<file path="config.mk">
export PLATFORM = sky130hd
export DESIGN_NAME = region_moment_bbox_accumulator
export DESIGN_NICKNAME = d
export VERILOG_FILES = /design/src/rtl/rmbb_pkg.sv /design/src/rtl/region_moment_bbox_accumulator.sv /design/src/rtl/rmbb_prep.sv
export SDC_FILE = /design/constraint.sdc
export NUM_CORES = 2
export LEC_CHECK = 0
export ABC_AREA = 1
export BUFFER_PORTS_ARGS = -buffer_cell sky130_fd_sc_hd__buf_2
export CORE_ASPECT_RATIO = 0.75
export CORE_MARGIN = 8
export CORE_UTILIZATION = 46
export CTS_BUF_LIST = sky130_fd_sc_hd__clkbuf_4 sky130_fd_sc_hd__clkbuf_8 sky130_fd_sc_hd__clkbuf_16
export DETAILED_ROUTE_END_ITERATION = 16
export PLACE_DENSITY = 0.75
export SLEW_MARGIN = 40
export SYNTH_ARGS = -nofsm -noshare
export SYNTH_HDL_FRONTEND = slang
export SYNTH_SLANG_ARGS = --single-unit
</file>
<file path="constraint.sdc">
create_clock -name clk -period 7.97 [get_ports clk]
set_input_delay 1.594 -clock clk [delete_from_list [all_inputs] [get_ports clk]]
set_output_delay 1.594 -clock clk [all_outputs]
set_load 0.02 [all_outputs]
</file>
<file path="src/rtl/rmbb_pkg.sv">
`default_nettype none

package rmbb_pkg;

  // Field widths.
  localparam int unsigned CoordW  = 14;
  localparam int unsigned AreaW   = 25;
  localparam int unsigned Sum1W   = 36;
  localparam int unsigned Sum2W   = 48;
  localparam int unsigned FuncW   = 2;

  // Default largest pixel coordinate.
  localparam int unsigned MAX_COORD_DEF = 4095;

  // Empty box minimum and the count limit.
  localparam logic [CoordW-1:0] BOX_EMPTY  = 14'd10000;
  localparam logic [AreaW-1:0]  AREA_LIMIT = 25'd16777216;

  localparam logic [63:0] MASK36 = 64'h0000_000F_FFFF_FFFF;
  localparam logic [63:0] MASK48 = 64'h0000_FFFF_FFFF_FFFF;

  typedef enum logic [FuncW-1:0] {
    FUNC_ADD   = 2'd0,
    FUNC_MERGE = 2'd1,
    FUNC_CLEAR = 2'd2
  } func_t;

  // Operands of one word after clamping and forming the coordinate products, ready to accumulate.
  typedef struct packed {
    func_t             op;
    logic [AreaW-1:0]  d_area;
    logic [Sum1W-1:0]  d_x;
    logic [Sum1W-1:0]  d_y;
    logic [Sum2W-1:0]  d_xx;
    logic [Sum2W-1:0]  d_xy;
    logic [Sum2W-1:0]  d_yy;
    logic [CoordW-1:0] mn_x;
    logic [CoordW-1:0] mn_y;
    logic [CoordW-1:0] mx_x;
    logic [CoordW-1:0] mx_y;
  } addend_t;

  // Saturation limit of the first-order sums.
  function automatic logic [63:0] lim1(input int unsigned mc);
    logic [63:0] p;
    p = 64'(AREA_LIMIT) * 64'(mc);
    return (p > MASK36) ? MASK36 : p;
  endfunction

  // Saturation limit of the second-order sums.
  function automatic logic [63:0] lim2(input int unsigned mc);
    logic [63:0] p;
    p = 64'(AREA_LIMIT) * 64'(mc) * 64'(mc);
    return (p > MASK48) ? MASK48 : p;
  endfunction

endpackage

`default_nettype wire

</file>
<file path="src/rtl/region_moment_bbox_accumulator.sv">
`default_nettype none

// Channel  | Ports                                   | Direction
// ---------+-----------------------------------------+-----------
// input    | in_valid, in_stall, in_<field> (11)     | word in
// result   | out_valid, out_stall, out_<field> (10)  | word out
//
// One word is accepted per cycle while the input does not stall. A word's
// result appears once it has passed the operand register (clamp and
// products), which loads at the accepting edge, and the accumulate stage,
// whose state registers are the result register. The saturating add and
// compare on the region state sets the rate. Reset leaves an empty region
// and no words in flight. A stalled result holds, and the input stalls
// only when the operand register is full and cannot move on.
module region_moment_bbox_accumulator #(
  parameter int unsigned MAX_COORD = rmbb_pkg::MAX_COORD_DEF
) (
  input  wire logic                          clk,
  input  wire logic                          rst_n,

  input  wire logic                          in_valid,
  output logic                               in_stall,
  input  wire logic [rmbb_pkg::FuncW-1:0]    in_func,
  input  wire logic [rmbb_pkg::CoordW-1:0]   in_x_or_min_x,
  input  wire logic [rmbb_pkg::CoordW-1:0]   in_y_or_min_y,
  input  wire logic [rmbb_pkg::CoordW-1:0]   in_child_max_x,
  input  wire logic [rmbb_pkg::CoordW-1:0]   in_child_max_y,
  input  wire logic [rmbb_pkg::AreaW-1:0]    in_child_area,
  input  wire logic [rmbb_pkg::Sum1W-1:0]    in_child_sum_x,
  input  wire logic [rmbb_pkg::Sum1W-1:0]    in_child_sum_y,
  input  wire logic [rmbb_pkg::Sum2W-1:0]    in_child_sum_xx,
  input  wire logic [rmbb_pkg::Sum2W-1:0]    in_child_sum_xy,
  input  wire logic [rmbb_pkg::Sum2W-1:0]    in_child_sum_yy,

  output logic                               out_valid,
  input  wire logic                          out_stall,
  output logic [rmbb_pkg::AreaW-1:0]         out_area,
  output logic [rmbb_pkg::Sum1W-1:0]         out_sum_x,
  output logic [rmbb_pkg::Sum1W-1:0]         out_sum_y,
  output logic [rmbb_pkg::Sum2W-1:0]         out_sum_xx,
  output logic [rmbb_pkg::Sum2W-1:0]         out_sum_xy,
  output logic [rmbb_pkg::Sum2W-1:0]         out_sum_yy,
  output logic [rmbb_pkg::CoordW-1:0]        out_min_x,
  output logic [rmbb_pkg::CoordW-1:0]        out_min_y,
  output logic [rmbb_pkg::CoordW-1:0]        out_max_x,
  output logic [rmbb_pkg::CoordW-1:0]        out_max_y
);

  localparam logic [rmbb_pkg::Sum1W-1:0] Lim1 =
    rmbb_pkg::Sum1W'(rmbb_pkg::lim1(MAX_COORD));
  localparam logic [rmbb_pkg::Sum2W-1:0] Lim2 =
    rmbb_pkg::Sum2W'(rmbb_pkg::lim2(MAX_COORD));

  // Operand register.
  rmbb_pkg::addend_t prep_addend;
  rmbb_pkg::addend_t a_r, a_nxt;
  logic              a_valid_r, a_valid_nxt;

  // Region state; it doubles as the result register.
  logic [rmbb_pkg::AreaW-1:0]  area_r, area_nxt;
  logic [rmbb_pkg::Sum1W-1:0]  sx_r, sx_nxt, sy_r, sy_nxt;
  logic [rmbb_pkg::Sum2W-1:0]  sxx_r, sxx_nxt, sxy_r, sxy_nxt, syy_r, syy_nxt;
  logic [rmbb_pkg::CoordW-1:0] mnx_r, mnx_nxt, mny_r, mny_nxt;
  logic [rmbb_pkg::CoordW-1:0] mxx_r, mxx_nxt, mxy_r, mxy_nxt;
  logic                        out_valid_r, out_valid_nxt;

  logic                        advance;
  logic [rmbb_pkg::AreaW:0]    s_area;
  logic [rmbb_pkg::Sum1W:0]    s_x, s_y;
  logic [rmbb_pkg::Sum2W:0]    s_xx, s_xy, s_yy;

  rmbb_prep #(
    .MAX_COORD (MAX_COORD)
  ) u_prep (
    .func         (in_func),
    .x_or_min_x   (in_x_or_min_x),
    .y_or_min_y   (in_y_or_min_y),
    .child_max_x  (in_child_max_x),
    .child_max_y  (in_child_max_y),
    .child_area   (in_child_area),
    .child_sum_x  (in_child_sum_x),
    .child_sum_y  (in_child_sum_y),
    .child_sum_xx (in_child_sum_xx),
    .child_sum_xy (in_child_sum_xy),
    .child_sum_yy (in_child_sum_yy),
    .addend       (prep_addend)
  );

  // The operand word moves into the state when the result register is free
  // or is being emptied in this cycle.
  assign advance  = a_valid_r && (!out_valid_r || !out_stall);
  assign in_stall = a_valid_r && !advance;

  always_comb begin
    a_valid_nxt = a_valid_r;
    a_nxt       = a_r;
    if (!in_stall) begin
      a_valid_nxt = in_valid;
      if (in_valid) begin
        a_nxt = prep_addend;
      end
    end
  end

  always_comb begin
    out_valid_nxt = out_valid_r;
    if (advance) begin
      out_valid_nxt = 1'b1;
    end else if (!out_stall) begin
      out_valid_nxt = 1'b0;
    end
  end

  // The state never exceeds its limit and the operands are capped at it,
  // so one extra bit holds the raw sum and a single compare saturates it.
  assign s_area = {1'b0, area_r} + {1'b0, a_r.d_area};
  assign s_x    = {1'b0, sx_r} + {1'b0, a_r.d_x};
  assign s_y    = {1'b0, sy_r} + {1'b0, a_r.d_y};
  assign s_xx   = {1'b0, sxx_r} + {1'b0, a_r.d_xx};
  assign s_xy   = {1'b0, sxy_r} + {1'b0, a_r.d_xy};
  assign s_yy   = {1'b0, syy_r} + {1'b0, a_r.d_yy};

  always_comb begin
    area_nxt = area_r;
    sx_nxt   = sx_r;
    sy_nxt   = sy_r;
    sxx_nxt  = sxx_r;
    sxy_nxt  = sxy_r;
    syy_nxt  = syy_r;
    mnx_nxt  = mnx_r;
    mny_nxt  = mny_r;
    mxx_nxt  = mxx_r;
    mxy_nxt  = mxy_r;
    if (advance) begin
      case (a_r.op) inside
        rmbb_pkg::FUNC_ADD, rmbb_pkg::FUNC_MERGE: begin
          area_nxt = (s_area > {1'b0, rmbb_pkg::AREA_LIMIT}) ?
                     rmbb_pkg::AREA_LIMIT : s_area[rmbb_pkg::AreaW-1:0];
          sx_nxt   = (s_x > {1'b0, Lim1}) ? Lim1 : s_x[rmbb_pkg::Sum1W-1:0];
          sy_nxt   = (s_y > {1'b0, Lim1}) ? Lim1 : s_y[rmbb_pkg::Sum1W-1:0];
          sxx_nxt  = (s_xx > {1'b0, Lim2}) ? Lim2 : s_xx[rmbb_pkg::Sum2W-1:0];
          sxy_nxt  = (s_xy > {1'b0, Lim2}) ? Lim2 : s_xy[rmbb_pkg::Sum2W-1:0];
          syy_nxt  = (s_yy > {1'b0, Lim2}) ? Lim2 : s_yy[rmbb_pkg::Sum2W-1:0];
          mnx_nxt  = (a_r.mn_x < mnx_r) ? a_r.mn_x : mnx_r;
          mny_nxt  = (a_r.mn_y < mny_r) ? a_r.mn_y : mny_r;
          mxx_nxt  = (a_r.mx_x > mxx_r) ? a_r.mx_x : mxx_r;
          mxy_nxt  = (a_r.mx_y > mxy_r) ? a_r.mx_y : mxy_r;
        end
        rmbb_pkg::FUNC_CLEAR: begin
          area_nxt = '0;
          sx_nxt   = '0;
          sy_nxt   = '0;
          sxx_nxt  = '0;
          sxy_nxt  = '0;
          syy_nxt  = '0;
          mnx_nxt  = rmbb_pkg::BOX_EMPTY;
          mny_nxt  = rmbb_pkg::BOX_EMPTY;
          mxx_nxt  = '0;
          mxy_nxt  = '0;
        end
        default: begin
          // The unused selector leaves the region as it is and still
          // returns its statistics.
        end
      endcase
    end
  end

  // Operand payload needs no reset; only its valid flag does.
  always_ff @(posedge clk) begin
    a_r <= a_nxt;
  end

  always_ff @(posedge clk) begin
    if (!rst_n) begin
      a_valid_r   <= 1'b0;
      out_valid_r <= 1'b0;
      area_r      <= '0;
      sx_r        <= '0;
      sy_r        <= '0;
      sxx_r       <= '0;
      sxy_r       <= '0;
      syy_r       <= '0;
      mnx_r       <= rmbb_pkg::BOX_EMPTY;
      mny_r       <= rmbb_pkg::BOX_EMPTY;
      mxx_r       <= '0;
      mxy_r       <= '0;
    end else begin
      a_valid_r   <= a_valid_nxt;
      out_valid_r <= out_valid_nxt;
      area_r      <= area_nxt;
      sx_r        <= sx_nxt;
      sy_r        <= sy_nxt;
      sxx_r       <= sxx_nxt;
      sxy_r       <= sxy_nxt;
      syy_r       <= syy_nxt;
      mnx_r       <= mnx_nxt;
      mny_r       <= mny_nxt;
      mxx_r       <= mxx_nxt;
      mxy_r       <= mxy_nxt;
    end
  end

  assign out_valid  = out_valid_r;
  assign out_area   = area_r;
  assign out_sum_x  = sx_r;
  assign out_sum_y  = sy_r;
  assign out_sum_xx = sxx_r;
  assign out_sum_xy = sxy_r;
  assign out_sum_yy = syy_r;
  assign out_min_x  = mnx_r;
  assign out_min_y  = mny_r;
  assign out_max_x  = mxx_r;
  assign out_max_y  = mxy_r;

  // A full operand register facing a stalled result must hold the input.
  a_hold_on_stall: assert property (@(posedge clk) disable iff (!rst_n)
    (a_valid_r && out_valid_r && out_stall) |-> (in_stall && !advance))
    else $error("operand word not held while the result is stalled");

  // A clear that reaches the state leaves an empty region.
  a_clear_empties: assert property (@(posedge clk) disable iff (!rst_n)
    (advance && a_r.op == rmbb_pkg::FUNC_CLEAR) |=>
      (out_area == '0 && out_sum_x == '0 && out_sum_xx == '0 &&
       out_min_x == rmbb_pkg::BOX_EMPTY && out_max_y == '0))
    else $error("clear did not restore the empty region");

  // Sums never shrink except on a clear.
  a_sums_grow: assert property (@(posedge clk) disable iff (!rst_n)
    (advance && a_r.op != rmbb_pkg::FUNC_CLEAR) |=>
      (out_sum_x >= $past(out_sum_x) && out_sum_yy >= $past(out_sum_yy) &&
       out_area >= $past(out_area)))
    else $error("a region sum decreased without a clear");

  // The state does not change while its result waits.
  a_state_holds: assert property (@(posedge clk) disable iff (!rst_n)
    (out_valid && out_stall) |=> ($stable(out_area) && $stable(out_sum_xy) &&
                                  $stable(out_min_y) && $stable(out_max_x)))
    else $error("region state changed under a stalled result");

endmodule

`default_nettype wire

</file>
<file path="src/rtl/rmbb_prep.sv">
`default_nettype none

// Clamps the coordinates and child values of one word and forms the
// coordinate products, so that the accumulate stage only adds and compares.
module rmbb_prep #(
  parameter int unsigned MAX_COORD = rmbb_pkg::MAX_COORD_DEF
) (
  input  wire logic [rmbb_pkg::FuncW-1:0]  func,
  input  wire logic [rmbb_pkg::CoordW-1:0] x_or_min_x,
  input  wire logic [rmbb_pkg::CoordW-1:0] y_or_min_y,
  input  wire logic [rmbb_pkg::CoordW-1:0] child_max_x,
  input  wire logic [rmbb_pkg::CoordW-1:0] child_max_y,
  input  wire logic [rmbb_pkg::AreaW-1:0]  child_area,
  input  wire logic [rmbb_pkg::Sum1W-1:0]  child_sum_x,
  input  wire logic [rmbb_pkg::Sum1W-1:0]  child_sum_y,
  input  wire logic [rmbb_pkg::Sum2W-1:0]  child_sum_xx,
  input  wire logic [rmbb_pkg::Sum2W-1:0]  child_sum_xy,
  input  wire logic [rmbb_pkg::Sum2W-1:0]  child_sum_yy,
  output rmbb_pkg::addend_t                addend
);

  localparam logic [rmbb_pkg::CoordW-1:0] MaxC = rmbb_pkg::CoordW'(MAX_COORD);
  localparam logic [rmbb_pkg::Sum1W-1:0] Lim1 =
    rmbb_pkg::Sum1W'(rmbb_pkg::lim1(MAX_COORD));
  localparam logic [rmbb_pkg::Sum2W-1:0] Lim2 =
    rmbb_pkg::Sum2W'(rmbb_pkg::lim2(MAX_COORD));
  localparam int unsigned ProdW = 2 * rmbb_pkg::CoordW;

  logic [rmbb_pkg::CoordW-1:0] px, py;
  logic [ProdW-1:0]            pxx, pxy, pyy;

  function automatic logic [rmbb_pkg::CoordW-1:0] box_clamp(
    input logic [rmbb_pkg::CoordW-1:0] v
  );
    return (v > rmbb_pkg::BOX_EMPTY) ? rmbb_pkg::BOX_EMPTY : v;
  endfunction

  assign px  = (x_or_min_x > MaxC) ? MaxC : x_or_min_x;
  assign py  = (y_or_min_y > MaxC) ? MaxC : y_or_min_y;
  assign pxx = px * px;
  assign pxy = px * py;
  assign pyy = py * py;

  always_comb begin
    addend    = '0;
    addend.op = rmbb_pkg::func_t'(func);
    case (func)
      rmbb_pkg::FUNC_ADD: begin
        addend.d_area = rmbb_pkg::AreaW'(1);
        addend.d_x    = rmbb_pkg::Sum1W'(px);
        addend.d_y    = rmbb_pkg::Sum1W'(py);
        addend.d_xx   = rmbb_pkg::Sum2W'(pxx);
        addend.d_xy   = rmbb_pkg::Sum2W'(pxy);
        addend.d_yy   = rmbb_pkg::Sum2W'(pyy);
        addend.mn_x   = px;
        addend.mn_y   = py;
        addend.mx_x   = px;
        addend.mx_y   = py;
      end
      rmbb_pkg::FUNC_MERGE: begin
        // Child values beyond the limits would saturate anyway, so they are
        // capped here to keep the accumulate adders narrow.
        addend.d_area = (child_area > rmbb_pkg::AREA_LIMIT) ?
                        rmbb_pkg::AREA_LIMIT : child_area;
        addend.d_x    = (child_sum_x > Lim1) ? Lim1 : child_sum_x;
        addend.d_y    = (child_sum_y > Lim1) ? Lim1 : child_sum_y;
        addend.d_xx   = (child_sum_xx > Lim2) ? Lim2 : child_sum_xx;
        addend.d_xy   = (child_sum_xy > Lim2) ? Lim2 : child_sum_xy;
        addend.d_yy   = (child_sum_yy > Lim2) ? Lim2 : child_sum_yy;
        addend.mn_x   = box_clamp(x_or_min_x);
        addend.mn_y   = box_clamp(y_or_min_y);
        addend.mx_x   = box_clamp(child_max_x);
        addend.mx_y   = box_clamp(child_max_y);
      end
      default: begin
      end
    endcase
  end

endmodule

`default_nettype wire

</file>
# Yosys cells after proc, flatten, opt, wreduce, memory -nomap -nowiden
# Index checks and enable logic that the tools add are counted.
# classes
bitwise_logic	1
eq_ne	8
n_mul	3
reduce_logical	16
addsub	6
muxes	40
order_cmp	22
# op_table
operator	n
297-bit one-hot mux with 2 select lines	1
48-bit 2-to-1 mux	10
36-bit 2-to-1 mux	7
14-bit 2-to-1 mux	16
48-bit by 48-bit adder with 49-bit output	3
49-bit by 48-bit greater-than comparator with 1-bit output (second input constant)	3
48-bit greater-than comparator (second input constant)	3
25-bit 2-to-1 mux	4
14-bit by 14-bit multiplier with 28-bit output	3
36-bit by 36-bit adder with 37-bit output	2
37-bit by 36-bit greater-than comparator with 1-bit output (second input constant)	2
36-bit greater-than comparator (second input constant)	2
14-bit greater-than comparator (second input constant)	4
14-bit by 12-bit greater-than comparator with 1-bit output (second input constant)	2
14-bit greater-than comparator	2
14-bit less-than comparator	2
25-bit by 25-bit adder with 26-bit output	1
26-bit by 25-bit greater-than comparator with 1-bit output (second input constant)	1
25-bit greater-than comparator (second input constant)	1
3-bit AND reduction	4
2-bit inequality test (second input constant)	4
2-bit by 1-bit == test with 1-bit output (second input constant)	2
2-bit logical NOT	2
2-bit AND reduction	2
9 further kinds	13
# word_totals
word_cells	119
in_bits	303
register_bits	598
output_inout_bits	299

# Longest topological paths before layout
# depth
depth_word	7
depth_mapped	35
depth_no_buf	34

# Modules after synthesis
# From an unflattened synthesis, not the netlist that was laid out.
# hier_totals
hier_cells	9562
hier_area_um2	63912.5
# modules_own_cells
module	n_inst	area_per_inst_um2	seq_area_each_um2	cells_per_inst
region_moment_bbox_accumulator	1	40349.9	14964.4	5887
rmbb_prep	1	23562.6	0.0	3675

# Least setup slack after synthesis
# Ideal clock, no wire load.
# synth_timing
path_type	input to register
start	input port out_stall
end	register a_r[0] in the netlist's numbering (enable)
slack_ps	-382
n_path_buf	0
required_time_ps	7320
cell_stages	5
t_arrival_ps	7702
path_cell_list	nand2_1 -> nor2_1 -> inv_1 -> nand2_1 -> inv_1
# synth_between
elab_chain_cells	7
# synth_lines
item	line	source
start: declaration	region_moment_bbox_accumulator.sv:36	input wire logic out_stall,
1-bit logical NOT	-	
1-bit logical OR	region_moment_bbox_accumulator.sv:91	assign advance = a_valid_r && (!out_valid_r || !out_stall);
1-bit logical AND	region_moment_bbox_accumulator.sv:91	
1-bit logical NOT	region_moment_bbox_accumulator.sv:92	assign in_stall = a_valid_r && !advance;
1-bit logical AND	region_moment_bbox_accumulator.sv:92	
named net in_stall	region_moment_bbox_accumulator.sv:22	output logic in_stall,
1-bit inverter (no line)	-	
2-bit AND reduction (no line)	-	
end signal: assignment	region_moment_bbox_accumulator.sv:171	a_r <= a_nxt;
end: declaration	region_moment_bbox_accumulator.sv:56	rmbb_pkg::addend_t a_r, a_nxt;
# The timed path passes the listed nets, and every way through them passes these cells.
# A chain may end at the register's enable or synchronous reset.

==> flow_summary.ini <==
[clock_tree]
post_cts_resize_count = 0
cts_tree = built
clock_sink_count = 598
h-tree-depth = 3
clk_pin_slew_ps = 60
clockRootBuffer = clkbuf_16
hold_buffers = 0
cts_buffers = 71
cts_setup_buffers = 0
clkLatencyLatePin_ps = 730
clock_path_buffers = 3

[die]
die_area_um2 = 145000
fp-row-count = 116
start_util = 0.461
die_x_um = 437
pin_count = 602
die_h_um = 332
core_um2 = 133000

[logic_synthesis]
synth_area_leaders = nand2_1 16%, edfxtp_1 15%, fa_1 12%, ha_1 12%, dfxtp_1 9.8%
ys_ff_latch = 598
synth_cell_type_count = 60
syn_inst = 8820
yosysMostFrequentCell = nand2_1
yosysTopAreaCell = nand2_1
synth_edf_count = 299
synth_seq_area_share = 0.245
ys.flop_type = edfxtp_1
syn_avg_cell_area_um2 = 6.94
ys_top_cells_by_count = 2,573 x nand2_1, 1,585 x inv_1, 833 x nor2_1, 638 x a21oi_1, 563 x ha_1
synth.top_cell.area_share = 0.158
synthArstFlopShare = 0
syn_area_um2 = 61200
yosysWarnings = 0

[routing]
first_iter_violations = 6413
via_count = 61000
vias_per_cell = 5.36
route.met3.wl_um = 20800
drt-met1-wl_um = 102000
firstDrtPassIters = 8
wl_met2_um = 97400
route.top_layer_used = met5
wl_um = 233000
drc = 0
ant_nets = 0
wl_per_cell_um = 20.4

[min_path]
min_from = out_min_y[0]$_SDFFE_PN0P_
hold_path_depth = 2
holdPathEnd = out_min_y[0]$_SDFFE_PN0P_
hold_class = flip-flop to flip-flop

[power]
cellPowerDensity_nw_per_um2 = 387
leakagePower_nw = 36.8
power.total_w = 0.0270
vdd_ir_drop_max_uv = 806

[place]
place_hpwl_um = 193000
globalplace.congestion = 1.02
place_area_um2 = 67200
io_buffers = 601

[critical_path]
path_common_cell = nand2_1
critical_path_class = input pin to flip-flop
worstPathArrival_ps = 7940
r2r_setup_slack_ps = 3920
crit_slowest_cell = fa_1
timing.rr.end = out_sum_xy[42]$_SDFFE_PN0P_
cp_max_fo = 6
reg2reg_depth = 18
startpoint_type = input pin
reg2reg_from = a_r[104]$_DFFE_PP_
endpoint_kind = flip-flop
worst-endpoint-required_ps = 8400
max_stage_delay_ps = 560

[global_route]
grt_pass1_vias = 58100
grtUsageTotal = 0.308
grt_antenna_before_repair = 27
grt_overflow = 0
grt_max_degree = 121
grt_pass1_wl_um = 350000

[layout]
postLayoutCellArea_um2 = 69700
fin_util = 0.526
final_nets = 10800
layout-drive-gt1-share = 0.102
n_fill_cell = 13200
syn2layout_area_growth_pct = 14.0

[timing]
timing.final.crit_share = 0.942
fmaxAchievable_mhz = 133
tightest_slew_ps = 930
relSlewSlack = 0.380
finalHoldViolCount = 0
setup_viol = 0
hold_ws_ps = 480
rsz0062_at_grt = false
finalSetupTns_ps = 0
post-route-min-period_ps = 7510
slew_violations = 0
finClkSkew_ps = 34.4

[run]
maxCapViolCount = 0

[status]
status = complete, no violations
==> metrics by stage <==
step / worst slack, ps / std cells
floorplan: 110 / 8950
global placement: -73.6 / 11200
detailed placement: -129 / 11200
CTS: 573 / 11400
global route: 146 / 11400
finish: 463 / 11400
==> metal layers <==
| metal | global-route usage | vias to the layer above |
|---|---|---|
| li1 | - | 29200 |
| met1 | 0.433 | 28600 |
| met2 | 0.455 | 2642 |
| met3 | 0.0599 | 481 |
| met4 | 0.142 | 4 |
| met5 | 0 | - |
==> how the worst max path moves through the flow <==
stage	start	end	slack [ps]	cells past startpoint
floorplan	in_y_or_min_y[12]	a_r[80]$_DFFE_PP_	110	33
global placement	in_y_or_min_y[12]	a_r[80]$_DFFE_PP_	-70	32
detailed placement	in_x_or_min_x[12]	a_r[176]$_DFFE_PP_	-130	29
CTS	in_y_or_min_y[12]	a_r[80]$_DFFE_PP_	570	32
global route	in_y_or_min_y[12]	a_r[80]$_DFFE_PP_	150	32
finish	in_y_or_min_y[12]	a_r[80]$_DFFE_PP_	460	32
==> area by class of cell <==
cell class	instances	area [um2]	area share
clock buffers	90	1940	0.0279
well taps	1770	2210	0.0318
repair buffers	733	4110	0.0590
diodes	15	37.5	0.000538
clock inverters	40	529	0.00759
multi-input cells	6511	39800	0.571
flip-flops and latches	598	15000	0.215
inverters	1627	6130	0.0879
==> power by group <==
part	switching, W	total [W]	internal (W)	leakage (nW)
sequential	0.000244	0.00399	0.00375	5.47
clock	0.00154	0.00357	0.00203	1.22
combinational	0.0116	0.0194	0.00781	30.1
total	0.0134	0.0270	0.0136	36.8
==> cell families after synthesis <==
| family | count (synthesis) | share of synthesized area |
|---|---|---|
| adders and majority gates | 938 | 0.238 |
| buffers and inverters | 1841 | 0.115 |
| DFF | 598 | 0.245 |
| AOI/OAI and AO/OA | 1056 | 0.0952 |
| other | 2 | 0.000123 |
| and+or+nand+nor | 4221 | 0.284 |
| xor gates and xnor gates | 164 | 0.0235 |
==> critical path: cells and delay by family <==
family	cells	cell delay [ps]
adders and majority gates	7	3470
and+or+nand+nor	15	1690
buffers and inverters	7	620
AOI/OAI and AO/OA	3	550
==> flip-flops by register name, indices dropped and copies added, names as in the netlist, 14 cells and up <==
name        cells
out_max_x      14
out_area       25
out_sum_xx     48
out_sum_xy     48
out_sum_x      36
out_min_x      14
out_sum_y      36
out_sum_yy     48
out_max_y      14
out_min_y      14
a_r           299
==> cell usage in the layout (no fill, tap or decap), types with 18 or more instances in the layout <==
| cell | n |
|---|---|
| a21oi_1 | 638 |
| xor2_1 | 88 |
| nor2_1 | 828 |
| nor2_2 | 21 |
| nand4_1 | 120 |
| dfxtp_1 | 299 |
| o21bai_1 | 28 |
| buf_2 | 601 |
| conb_1 | 132 |
| nand3_2 | 18 |
| clkinv_1 | 25 |
| nor3_1 | 98 |
| nor4_1 | 46 |
| nand3_1 | 429 |
| a21o_1 | 27 |
| o22ai_1 | 32 |
| nand2_1 | 2573 |
| buf_4 | 121 |
| o31ai_1 | 31 |
| ha_1 | 563 |
| fa_1 | 375 |
| edfxtp_1 | 299 |
| clkbuf_16 | 71 |
| xnor2_1 | 76 |
| inv_2 | 20 |
| nand3b_1 | 39 |
| inv_1 | 1583 |
| o21ai_0 | 198 |
Power figures use the tool's default switching activity.
